$ cat src/sv/rbcm_pkg.sv
// Package for the red blob centroid motion unit.
// Holds command/status types, register indexes and fixed widths; no dependencies.
`timescale 1ns / 1ps

package rbcm_pkg;

    // Fixed field widths
    localparam int COLOUR_W   = 8;
    localparam int INTEN_W    = 10;
    localparam int COUNT_W    = 22;
    localparam int SUM_W      = 32;
    localparam int THRESH_W   = 23;
    localparam int CFG_DATA_W = 23;
    localparam int CFG_IDX_W  = 2;

    // Divider iteration count (one quotient bit per cycle)
    localparam int DIV_CNT_W  = 5;
    localparam logic [DIV_CNT_W-1:0] DIV_LAST = 5'd31;

    // Configuration register indexes
    localparam logic [CFG_IDX_W-1:0] REG_MIN_RED_COUNT  = 2'd0;
    localparam logic [CFG_IDX_W-1:0] REG_MOVE_THRESHOLD = 2'd1;
    localparam logic [CFG_IDX_W-1:0] REG_INTENSITY_LOW  = 2'd2;
    localparam logic [CFG_IDX_W-1:0] REG_INTENSITY_HIGH = 2'd3;

    // Reset values of the configuration registers
    localparam logic [COUNT_W-1:0]  RST_MIN_RED_COUNT  = 22'd500;
    localparam logic [THRESH_W-1:0] RST_MOVE_THRESHOLD = 23'd100;
    localparam logic [INTEN_W-1:0]  RST_INTENSITY_LOW  = 10'd30;
    localparam logic [INTEN_W-1:0]  RST_INTENSITY_HIGH = 10'd400;

    // Commands from the controller to the datapath
    typedef struct packed {
        logic acc_en;        // pixel transaction accepted
        logic snap;          // frame end: capture totals, clear accumulators
        logic div_load_row;  // start dividing the row sum
        logic div_load_col;  // start dividing the column sum
        logic div_step;      // one quotient bit
        logic store_row;     // keep row quotient
        logic store_col;     // keep column quotient
        logic sq_en;         // register squared displacements
        logic update;        // update moved flag and previous centroid
        logic out_load;      // load the result register
    } rbcm_cmd_t;

    // Status from the datapath to the controller
    typedef struct packed {
        logic detected;
    } rbcm_status_t;

endpackage

$ cat src/sv/rbcm_ctrl.sv
// Controller for the red blob centroid motion unit.
// Sequences accumulation, division, displacement and result hand-off; uses rbcm_pkg.
`timescale 1ns / 1ps

module rbcm_ctrl
    import rbcm_pkg::*;
(
    input  logic         aclk,
    input  logic         aresetn,
    input  logic         s_valid,
    output logic         s_ready,
    input  logic         s_frame_end,
    output logic         m_valid,
    input  logic         m_ready,
    input  rbcm_status_t status,
    output rbcm_cmd_t    cmd
);

    typedef enum logic [3:0] {
        ST_ACCUM,
        ST_CHECK,
        ST_DIV_ROW,
        ST_LOAD_COL,
        ST_DIV_COL,
        ST_STORE_COL,
        ST_SQUARE,
        ST_UPDATE,
        ST_DONE
    } state_t;

    state_t               state_reg, state_next;
    logic [DIV_CNT_W-1:0] cnt_reg, cnt_next;
    logic                 m_valid_reg, m_valid_next;
    logic                 out_free;

    assign s_ready  = (state_reg == ST_ACCUM);
    assign m_valid  = m_valid_reg;
    assign out_free = !m_valid_reg || m_ready;

    // Next state and commands
    always_comb begin
        state_next   = state_reg;
        cnt_next     = cnt_reg;
        m_valid_next = m_valid_reg && !m_ready;
        cmd          = '0;
        case (state_reg)
            ST_ACCUM: begin
                if (s_valid) begin
                    cmd.acc_en = 1'b1;
                    if (s_frame_end) begin
                        cmd.snap   = 1'b1;
                        state_next = ST_CHECK;
                    end
                end
            end
            ST_CHECK: begin
                if (status.detected) begin
                    cmd.div_load_row = 1'b1;
                    cnt_next         = '0;
                    state_next       = ST_DIV_ROW;
                end else begin
                    state_next = ST_DONE;
                end
            end
            ST_DIV_ROW: begin
                cmd.div_step = 1'b1;
                cnt_next     = cnt_reg + 1'b1;
                if (cnt_reg == DIV_LAST) begin
                    state_next = ST_LOAD_COL;
                end
            end
            ST_LOAD_COL: begin
                cmd.store_row    = 1'b1;
                cmd.div_load_col = 1'b1;
                cnt_next         = '0;
                state_next       = ST_DIV_COL;
            end
            ST_DIV_COL: begin
                cmd.div_step = 1'b1;
                cnt_next     = cnt_reg + 1'b1;
                if (cnt_reg == DIV_LAST) begin
                    state_next = ST_STORE_COL;
                end
            end
            ST_STORE_COL: begin
                cmd.store_col = 1'b1;
                state_next    = ST_SQUARE;
            end
            ST_SQUARE: begin
                cmd.sq_en  = 1'b1;
                state_next = ST_UPDATE;
            end
            ST_UPDATE: begin
                cmd.update = 1'b1;
                state_next = ST_DONE;
            end
            ST_DONE: begin
                // Hold the result until the output register is free
                if (out_free) begin
                    cmd.out_load = 1'b1;
                    m_valid_next = 1'b1;
                    state_next   = ST_ACCUM;
                end
            end
            default: begin
                state_next = ST_ACCUM;
            end
        endcase
    end

    // State and registered outputs
    always_ff @(posedge aclk) begin
        if (!aresetn) begin
            state_reg   <= ST_ACCUM;
            cnt_reg     <= '0;
            m_valid_reg <= 1'b0;
        end else begin
            state_reg   <= state_next;
            cnt_reg     <= cnt_next;
            m_valid_reg <= m_valid_next;
        end
    end

endmodule

$ cat src/sv/rbcm_datapath.sv
// Datapath for the red blob centroid motion unit: classifier, accumulators,
// serial divider, displacement test and result register. Uses rbcm_pkg.
`timescale 1ns / 1ps

module rbcm_datapath
    import rbcm_pkg::*;
#(
    parameter int ROW_BITS = 11,
    parameter int COL_BITS = 10
) (
    input  logic                  aclk,
    input  logic                  aresetn,
    input  rbcm_cmd_t             cmd,
    output rbcm_status_t          status,
    input  logic                  cfg_wr,
    input  logic [CFG_IDX_W-1:0]  cfg_index,
    input  logic [CFG_DATA_W-1:0] cfg_data,
    input  logic [COLOUR_W-1:0]   s_red,
    input  logic [COLOUR_W-1:0]   s_green,
    input  logic [COLOUR_W-1:0]   s_blue,
    input  logic [ROW_BITS-1:0]   s_pixel_row,
    input  logic [COL_BITS-1:0]   s_pixel_col,
    output logic                  m_detected,
    output logic                  m_moved,
    output logic [ROW_BITS-1:0]   m_center_row,
    output logic [COL_BITS-1:0]   m_center_col,
    output logic [COUNT_W-1:0]    m_red_total
);

    localparam int DIFF_W = (ROW_BITS > COL_BITS) ? ROW_BITS : COL_BITS;
    localparam int SQ_W   = 2 * DIFF_W;
    localparam int DISP_W = ((SQ_W + 1) > THRESH_W) ? (SQ_W + 1) : THRESH_W;

    // Configuration registers
    logic [COUNT_W-1:0]  min_red_count_reg;
    logic [THRESH_W-1:0] move_threshold_reg;
    logic [INTEN_W-1:0]  intensity_low_reg, intensity_high_reg;

    always_ff @(posedge aclk) begin
        if (!aresetn) begin
            min_red_count_reg  <= RST_MIN_RED_COUNT;
            move_threshold_reg <= RST_MOVE_THRESHOLD;
            intensity_low_reg  <= RST_INTENSITY_LOW;
            intensity_high_reg <= RST_INTENSITY_HIGH;
        end else if (cfg_wr) begin
            case (cfg_index)
                REG_MIN_RED_COUNT:  min_red_count_reg  <= cfg_data[COUNT_W-1:0];
                REG_MOVE_THRESHOLD: move_threshold_reg <= cfg_data[THRESH_W-1:0];
                REG_INTENSITY_LOW:  intensity_low_reg  <= cfg_data[INTEN_W-1:0];
                REG_INTENSITY_HIGH: intensity_high_reg <= cfg_data[INTEN_W-1:0];
                default: ;
            endcase
        end
    end

    // Classify the pixel
    logic [INTEN_W-1:0] inten;
    logic [12:0]        red_x20, inten_x9;
    logic [11:0]        red_x10, green_x13, blue_x13;
    logic               is_red;

    always_comb begin
        inten     = {2'b00, s_red} + {2'b00, s_green} + {2'b00, s_blue};
        red_x20   = {5'b0, s_red} * 13'd20;
        inten_x9  = {3'b0, inten} * 13'd9;
        red_x10   = {4'b0, s_red} * 12'd10;
        green_x13 = {4'b0, s_green} * 12'd13;
        blue_x13  = {4'b0, s_blue} * 12'd13;
        is_red    = (inten > intensity_low_reg) && (inten < intensity_high_reg) &&
                    (red_x20 > inten_x9) && (red_x10 > green_x13) &&
                    (red_x10 > blue_x13);
    end

    // Saturating accumulators
    logic [COUNT_W-1:0] count_reg, count_add;
    logic [SUM_W-1:0]   row_sum_reg, col_sum_reg, row_add, col_add;
    logic [SUM_W:0]     row_wide, col_wide;

    always_comb begin
        count_add = count_reg;
        row_add   = row_sum_reg;
        col_add   = col_sum_reg;
        row_wide  = {1'b0, row_sum_reg} + {{(SUM_W + 1 - ROW_BITS){1'b0}}, s_pixel_row};
        col_wide  = {1'b0, col_sum_reg} + {{(SUM_W + 1 - COL_BITS){1'b0}}, s_pixel_col};
        if (is_red) begin
            if (count_reg != {COUNT_W{1'b1}}) begin
                count_add = count_reg + 1'b1;
            end
            row_add = row_wide[SUM_W] ? {SUM_W{1'b1}} : row_wide[SUM_W-1:0];
            col_add = col_wide[SUM_W] ? {SUM_W{1'b1}} : col_wide[SUM_W-1:0];
        end
    end

    // Frame totals captured at frame end
    logic [COUNT_W-1:0] frame_count_reg;
    logic [SUM_W-1:0]   frame_row_sum_reg, frame_col_sum_reg;
    logic               detected_reg;

    always_ff @(posedge aclk) begin
        if (!aresetn) begin
            count_reg   <= '0;
            row_sum_reg <= '0;
            col_sum_reg <= '0;
        end else if (cmd.snap) begin
            count_reg   <= '0;
            row_sum_reg <= '0;
            col_sum_reg <= '0;
        end else if (cmd.acc_en) begin
            count_reg   <= count_add;
            row_sum_reg <= row_add;
            col_sum_reg <= col_add;
        end
    end

    always_ff @(posedge aclk) begin
        if (cmd.snap) begin
            frame_count_reg   <= count_add;
            frame_row_sum_reg <= row_add;
            frame_col_sum_reg <= col_add;
            detected_reg      <= count_add > min_red_count_reg;
        end
    end

    assign status.detected = detected_reg;

    // Restoring divider, one quotient bit per cycle
    logic [SUM_W-1:0]   num_reg, quo_reg;
    logic [COUNT_W-1:0] rem_reg;
    logic [COUNT_W:0]   trial;
    logic               fits;

    always_comb begin
        trial = {rem_reg, num_reg[SUM_W-1]};
        fits  = trial >= {1'b0, frame_count_reg};
    end

    always_ff @(posedge aclk) begin
        if (cmd.div_load_row || cmd.div_load_col) begin
            num_reg <= cmd.div_load_row ? frame_row_sum_reg : frame_col_sum_reg;
            rem_reg <= '0;
            quo_reg <= '0;
        end else if (cmd.div_step) begin
            num_reg <= {num_reg[SUM_W-2:0], 1'b0};
            quo_reg <= {quo_reg[SUM_W-2:0], fits};
            if (fits) begin
                rem_reg <= COUNT_W'(trial - {1'b0, frame_count_reg});
            end else begin
                rem_reg <= trial[COUNT_W-1:0];
            end
        end
    end

    // Clamp quotients to the coordinate range
    logic [ROW_BITS-1:0] cur_row_reg, row_clamped;
    logic [COL_BITS-1:0] cur_col_reg, col_clamped;

    always_comb begin
        row_clamped = (|quo_reg[SUM_W-1:ROW_BITS]) ? {ROW_BITS{1'b1}}
                                                  : quo_reg[ROW_BITS-1:0];
        col_clamped = (|quo_reg[SUM_W-1:COL_BITS]) ? {COL_BITS{1'b1}}
                                                  : quo_reg[COL_BITS-1:0];
    end

    always_ff @(posedge aclk) begin
        if (cmd.store_row) begin
            cur_row_reg <= row_clamped;
        end
        if (cmd.store_col) begin
            cur_col_reg <= col_clamped;
        end
    end

    // Squared displacement from the previous centroid
    logic [ROW_BITS-1:0] prev_row_reg;
    logic [COL_BITS-1:0] prev_col_reg;
    logic                prev_valid_reg, moved_reg;
    logic [DIFF_W-1:0]   drow, dcol;
    logic [SQ_W-1:0]     sq_row_reg, sq_col_reg;
    logic [DISP_W-1:0]   disp;

    always_comb begin
        drow = (cur_row_reg > prev_row_reg)
             ? DIFF_W'(cur_row_reg - prev_row_reg) : DIFF_W'(prev_row_reg - cur_row_reg);
        dcol = (cur_col_reg > prev_col_reg)
             ? DIFF_W'(cur_col_reg - prev_col_reg) : DIFF_W'(prev_col_reg - cur_col_reg);
        disp = DISP_W'(sq_row_reg) + DISP_W'(sq_col_reg);
    end

    always_ff @(posedge aclk) begin
        if (cmd.sq_en) begin
            sq_row_reg <= drow * drow;
            sq_col_reg <= dcol * dcol;
        end
    end

    // Update moved flag and stored centroid
    always_ff @(posedge aclk) begin
        if (!aresetn) begin
            prev_row_reg   <= '0;
            prev_col_reg   <= '0;
            prev_valid_reg <= 1'b0;
            moved_reg      <= 1'b0;
        end else if (cmd.update) begin
            if (prev_valid_reg) begin
                moved_reg <= disp > DISP_W'(move_threshold_reg);
            end
            prev_row_reg   <= cur_row_reg;
            prev_col_reg   <= cur_col_reg;
            prev_valid_reg <= 1'b1;
        end
    end

    // Result register
    always_ff @(posedge aclk) begin
        if (cmd.out_load) begin
            m_detected   <= detected_reg;
            m_moved      <= moved_reg;
            m_center_row <= prev_row_reg;
            m_center_col <= prev_col_reg;
            m_red_total  <= frame_count_reg;
        end
    end

endmodule

$ cat src/sv/red_blob_centroid_motion_unit.sv
// Red blob centroid motion unit, top level: controller plus datapath.
// Depends on rbcm_pkg, rbcm_ctrl and rbcm_datapath.
`timescale 1ns / 1ps

// Pixels stream in at one per cycle while s_ready is high; each red pixel adds to
// a count and to the row and column sums. The pixel flagged frame_end closes the
// frame: s_ready then drops while the centroid is worked out by a shared
// bit-serial divider (first the row, then the column) and the squared displacement
// is tested, or only while the detection is checked when nothing is detected, and
// through any wait for the previous result to leave the output register.
// One result transaction leaves per frame through a registered output; the
// next frame's pixels are taken while that result still waits on m_ready.
// Configuration writes are always accepted and belong between frames.

module red_blob_centroid_motion_unit
    import rbcm_pkg::*;
#(
    parameter int ROW_BITS = 11,
    parameter int COL_BITS = 10
) (
    input  logic                  aclk,
    input  logic                  aresetn,
    input  logic                  cfg_valid,
    output logic                  cfg_ready,
    input  logic [CFG_IDX_W-1:0]  cfg_index,
    input  logic [CFG_DATA_W-1:0] cfg_data,
    input  logic                  s_valid,
    output logic                  s_ready,
    input  logic [COLOUR_W-1:0]   s_red,
    input  logic [COLOUR_W-1:0]   s_green,
    input  logic [COLOUR_W-1:0]   s_blue,
    input  logic [ROW_BITS-1:0]   s_pixel_row,
    input  logic [COL_BITS-1:0]   s_pixel_col,
    input  logic                  s_frame_end,
    output logic                  m_valid,
    input  logic                  m_ready,
    output logic                  m_detected,
    output logic                  m_moved,
    output logic [ROW_BITS-1:0]   m_center_row,
    output logic [COL_BITS-1:0]   m_center_col,
    output logic [COUNT_W-1:0]    m_red_total
);

    rbcm_cmd_t    cmd;
    rbcm_status_t status;

    assign cfg_ready = 1'b1;

    rbcm_ctrl u_ctrl (
        .aclk        (aclk),
        .aresetn     (aresetn),
        .s_valid     (s_valid),
        .s_ready     (s_ready),
        .s_frame_end (s_frame_end),
        .m_valid     (m_valid),
        .m_ready     (m_ready),
        .status      (status),
        .cmd         (cmd)
    );

    rbcm_datapath #(
        .ROW_BITS (ROW_BITS),
        .COL_BITS (COL_BITS)
    ) u_datapath (
        .aclk         (aclk),
        .aresetn      (aresetn),
        .cmd          (cmd),
        .status       (status),
        .cfg_wr       (cfg_valid),
        .cfg_index    (cfg_index),
        .cfg_data     (cfg_data),
        .s_red        (s_red),
        .s_green      (s_green),
        .s_blue       (s_blue),
        .s_pixel_row  (s_pixel_row),
        .s_pixel_col  (s_pixel_col),
        .m_detected   (m_detected),
        .m_moved      (m_moved),
        .m_center_row (m_center_row),
        .m_center_col (m_center_col),
        .m_red_total  (m_red_total)
    );

`ifndef SYNTHESIS
    // Closing a frame stops the pixel stream for the centroid work
    assert property (@(posedge aclk) disable iff (!aresetn)
        (s_valid && s_ready && s_frame_end) |=> !s_ready)
        else $error("pixel accepted straight after frame end");

    // Mid-frame pixels keep the stream open
    assert property (@(posedge aclk) disable iff (!aresetn)
        (s_valid && s_ready && !s_frame_end) |=> s_ready)
        else $error("stream stalled inside a frame");

    // A detection always comes with at least one red pixel
    assert property (@(posedge aclk) disable iff (!aresetn)
        (m_valid && m_detected) |-> (m_red_total != '0))
        else $error("detection reported with empty red count");
`endif

endmodule

$ cat config.mk
export PLATFORM = sky130hd
export DESIGN_NAME = red_blob_centroid_motion_unit
export DESIGN_NICKNAME = d
export VERILOG_FILES = /design/src/sv/rbcm_pkg.sv /design/src/sv/rbcm_ctrl.sv /design/src/sv/rbcm_datapath.sv /design/src/sv/red_blob_centroid_motion_unit.sv
export SDC_FILE = /design/constraint.sdc
export NUM_CORES = 2
export LEC_CHECK = 0
export BUFFER_PORTS_ARGS = -buffer_cell sky130_fd_sc_hd__buf_2
export CAP_MARGIN = 10
export CORE_ASPECT_RATIO = 0.6
export CORE_UTILIZATION = 40
export CTS_CLUSTER_DIAMETER = 60
export CTS_CLUSTER_SIZE = 30
export DETAILED_ROUTE_END_ITERATION = 12
export MAX_ROUTING_LAYER = met4
export SYNTH_ARGS = -nofsm -noshare
export SYNTH_HDL_FRONTEND = slang
export SYNTH_SLANG_ARGS = --single-unit
$ cat constraint.sdc
create_clock -name aclk -period 8.5 [get_ports aclk]
set_input_delay 0.425 -clock aclk [delete_from_list [all_inputs] [get_ports aclk]]
set_output_delay 0.425 -clock aclk [all_outputs]
set_load 0.005 [all_outputs]
==> flow_summary_export.csv <==
group,metric,value,unit
drt,drt_drc_violations_left,0,
setup_path,worstReg2RegStart,"u_datapath.prev_row_reg[1]",
clocking,insertion_delay,0.66,ns
logic_synthesis,synth_simple_gate_area_share,15.1,%
power_and_ir_drop,power_per_cell_area,199,nW/µm²
cells_and_area,area_of_the_multi_input_gates,20800,µm²
clocking,postCtsHoldBufs,0,
logic_synthesis,synth_compound_area_share,16.4,%
worst_hold_path,holdCritPathClass,"in2reg",
clocking,cts_buffers,29,
global_routing,grt_usage,21.6,%
drt,m1_wl,50500,µm
cells_and_area,utilization,44.0,%
logic_synthesis,synth_largest_area_cell,"sky130_fd_sc_hd__edfxtp_1",
worst_hold_path,holdCritStartpoint,"cfg_data[19]",
place,io_buffers,122,
power_and_ir_drop,p_comb_share,41.7,%
logic_synthesis,synth.top_cell.area_share,19.8,%
logic_synthesis,postSynth.asyncResetShare,0,%
logic_synthesis,seq_area_frac_synth,33.6,%
timing,slew_viol_final,0,
power_and_ir_drop,cellLeakagePower,16.3,nW
floorplan,chipWidth,381,µm
timing,finalSetupTns,0,ns
timing,report.final.setup_viol,0,
timing,skew,0.0479,ns
setup_path,reg2reg_depth,25,
power_and_ir_drop,p_seq_share,35.6,%
clocking,tritoncts,"done",
timing,final.min_clock_period,8.05,ns
drt,drt_iter0_drc,2208,
logic_synthesis,post_synth_mux_area_share,1.25,%
power_and_ir_drop,worst_vdd_drop,170,µV
status,status,"finished clean",
timing,slew-limit-headroom,22.2,%
timing,finalCritPeriodShare,94.7,%
clocking,tritoncts_num_sinks,465,
setup_path,cp.arrival,8.40,ns
drt,wirelength,92100,µm
floorplan,start_util,40.4,%
floorplan,num_rows,83,
power_and_ir_drop,internal_power,0.00463,W
logic_synthesis,synth-edff-count,227,
logic_synthesis,synth-adder-area-share,22.6,%
global_routing,gr-total-overflow,0,
global_routing,grt_first_pass_wirelength,146000,µm
cells_and_area,layout.cells.non_filler,5008,
logic_synthesis,synth_top_family_by_area,"adder cells",
setup_path,launch_point_of_the_critical_path,"u_datapath.prev_row_reg[1]",
setup_path,cp_common_cell,"sky130_fd_sc_hd__fa_1",
clocking,cts_root_buf,"sky130_fd_sc_hd__clkbuf_16",
setup_path,worstPathBufferInverterCount,2,
global_routing,maximum_number_of_pins_on_one_net_before_global_route_repair,157,
logic_synthesis,ys_dominant_reg_cell,"sky130_fd_sc_hd__dfxtp_1",
drt,met2_wirelength,34400,µm
clocking,post_cts.resized_instances,0,
setup_path,path_max_fanout,12,
power_and_ir_drop,p_total,0.00749,W
cells_and_area,layout-area-overhead-vs-synth,8.91,%
drt,vias,26900,
drt,vias_per_cell,5.38,
logic_synthesis,syn-num-nets,4391,
clocking,cts.path.max_buffers,3,
logic_synthesis,synth-warning-count,0,
cells_and_area,layout.filler_cells,8300,
drt,highest_signal_layer_in_the_routed_design,"met4",
drt,routed_wire_per_std_cell,18.4,µm
power_and_ir_drop,total_switching_power,0.00286,W
power_and_ir_drop,power_frac_clock,22.7,%
setup_path,worstSetupEndpointType,"flop",
drt,drt_pass1_iterations,5,
place,gp_congestion,0.925,
logic_synthesis,post_synth_xor_area_fraction,4.55,%
setup_path,cp.required,8.85,ns
logic_synthesis,postSynthRegisterBits,465,
drt,met3_length,6160,µm
timing,maxClockFrequency,0.124,GHz
logic_synthesis,synth_top_cells_by_area,"sky130_fd_sc_hd__edfxtp_1, sky130_fd_sc_hd__ha_1, sky130_fd_sc_hd__dfxtp_1",
setup_path,critical_path_top_delay_cell,"sky130_fd_sc_hd__fa_1",
place,dpl.cell_count,4952,
clocking,htree_levels,1,
floorplan,die_area,87500,µm²
cells_and_area,drive_gt1_share,8.45,%
setup_path,critical_path.startpoint_type,"flop",
clocking,clkSlewWorstSetupHoldPaths,0.12,ns
logic_synthesis,synth.avg_cell_area,9.13,µm²
cells_and_area,final_net_count,4448,
place,detailed_place_hpwl,69600,µm
clocking,cts_setup_buffers,0,
logic_synthesis,netlist_area,34500,µm²
worst_hold_path,worstHoldPathCells,3,
setup_path,cpLargestDelayFamily,"adder cells",
job,drv_cap,0,
drt,number_of_nets_still_failing_antenna_checks_after_routing,0,
global_routing,number_of_antenna_violations_at_the_first_check_in_global_routing,2,
cells_and_area,area.sequential,11600,µm²
global_routing,first_global_vias,25100,
timing,grt_setup_unrepaired,"no",
floorplan,fp.dieH,229,µm
logic_synthesis,syn-instance-count,3779,
logic_synthesis,synth_cell_types,91,
floorplan,ios,124,
timing,hold_viol_final,0,
setup_path,wp_depth,25,
power_and_ir_drop,sw_frac_of_total,38.2,%
floorplan,core-area,85500,µm²
setup_path,worstSetupPathType,"reg2reg",
timing,hold-worst-slack,0.0461,ns
setup_path,critPathMaxStageDelay,0.54,ns
timing,max_slew.worst_pin.slew,1.17,ns
-- worst paths after layout --
path	endpoint	slack [ns]
setup / recovery	u_datapath.sq_row_reg[21]	0.45
hold / removal	u_datapath.min_red_count_reg[19]	0.05
setup reg to reg	u_datapath.sq_row_reg[21]	0.45
hold reg to reg	u_datapath.quo_reg[14]	0.45
-- synthesized netlist by cell type, types with 81 or more instances --
cell type	n
sky130_fd_sc_hd__clkbuf_1	114
sky130_fd_sc_hd__dfxtp_1	238
sky130_fd_sc_hd__ha_1	389
sky130_fd_sc_hd__nor2_1	233
sky130_fd_sc_hd__nand2_1	454
sky130_fd_sc_hd__nand3_1	81
sky130_fd_sc_hd__inv_1	424
sky130_fd_sc_hd__edfxtp_1	227
sky130_fd_sc_hd__o21ai_0	90
sky130_fd_sc_hd__a21oi_1	280
sky130_fd_sc_hd__a31oi_1	98
sky130_fd_sc_hd__fa_1	147
sky130_fd_sc_hd__xnor2_1	106
-- power groups by stage --
stage	clock (W)	combinational [W]	sequential, W
after floorplan	0	0.00238	0.00267
after global placement	0	0.00305	0.00271
after detailed placement	0	0.00308	0.00271
after CTS	0.00174	0.00311	0.00266
after global routing	0.00181	0.00354	0.00268
final	0.00170	0.00313	0.00266
-- cells by family (layout without fill, tap and decap cells) --
group	after synthesis	after routing
buf+inv	581	661
mux	41	41
fa+ha+maj	536	536
simple gates	1122	1122
xor+xnor	175	175
compound gates	858	858
flops	465	465
other cells	1	3
-- final cells by class --
cell class	count	share of cell area, %
Timing Repair Buffer	182	2.86
Tap cell	1147	3.82
Antenna cell	2	0.0133
Multi-Input combinational cell	2733	55.3
Clock inverter	20	0.816
Sequential cell	465	30.8
Clock buffer	34	2.09
Inverter	425	4.25
-- per-stage QoR --
step	worst slack, ns	instance area (µm²)
2_1_floorplan	1.17	34500
3_3_place_gp	0.186	36400
3_5_place_dp	0.146	36400
4_1_cts	0.0657	37500
5_1_grt	0.0253	37600
6_report	0.448	37600
-- layout by cell type, fill, tap and decap left out, drive strengths merged, types with 34 or more instances in the layout --
| master | Yosys | routed |
|---|---|---|
| ha | 389 | 389 |
| a31oi | 99 | 99 |
| nand2 | 454 | 454 |
| nand4 | 40 | 40 |
| nor2 | 234 | 234 |
| xnor2 | 108 | 108 |
| edfxtp | 227 | 227 |
| nand2b | 65 | 65 |
| and3 | 47 | 47 |
| o21ai | 92 | 92 |
| a21oi | 280 | 280 |
| a311oi | 49 | 49 |
| inv | 425 | 441 |
| buf | 42 | 182 |
| nor3 | 52 | 52 |
| clkbuf | 114 | 34 |
| xor2 | 66 | 66 |
| a21o | 64 | 64 |
| fa | 147 | 147 |
| dfxtp | 238 | 238 |
| nand3 | 81 | 81 |
-- worst reg2reg max path, stage by stage, from the launching register on --
cell	delay [ns]
sky130_fd_sc_hd__dfxtp_1	0.46
sky130_fd_sc_hd__inv_1	0.12
sky130_fd_sc_hd__ha_1	0.32
sky130_fd_sc_hd__nor2b_1	0.16
sky130_fd_sc_hd__o2111ai_1	0.26
sky130_fd_sc_hd__a21boi_2	0.13
sky130_fd_sc_hd__o211a_2	0.33
sky130_fd_sc_hd__nor2_4	0.27
sky130_fd_sc_hd__mux2_1	0.40
sky130_fd_sc_hd__o31a_1	0.29
sky130_fd_sc_hd__a211o_2	0.41
sky130_fd_sc_hd__or2_1	0.28
sky130_fd_sc_hd__fa_1	0.48
sky130_fd_sc_hd__inv_1	0.06
sky130_fd_sc_hd__fa_1	0.45
sky130_fd_sc_hd__fa_1	0.51
sky130_fd_sc_hd__fa_1	0.54
sky130_fd_sc_hd__fa_1	0.49
sky130_fd_sc_hd__ha_1	0.39
sky130_fd_sc_hd__nand2_1	0.14
sky130_fd_sc_hd__nand2_1	0.07
sky130_fd_sc_hd__a211oi_1	0.31
sky130_fd_sc_hd__a21oi_2	0.16
sky130_fd_sc_hd__a311oi_2	0.35
sky130_fd_sc_hd__o21ai_0	0.18
sky130_fd_sc_hd__xor2_1	0.18
-- routing by layer --
metal | GRT usage (%) | vias to the layer above
met2 | 27.6 | 757
met3 | 2.83 | 66
li1 | - | 13400
met1 | 35.6 | 12700
met4 | 2.47 | 0
met5 | - | -
Note: power is estimated with default switching activity, not from simulation.
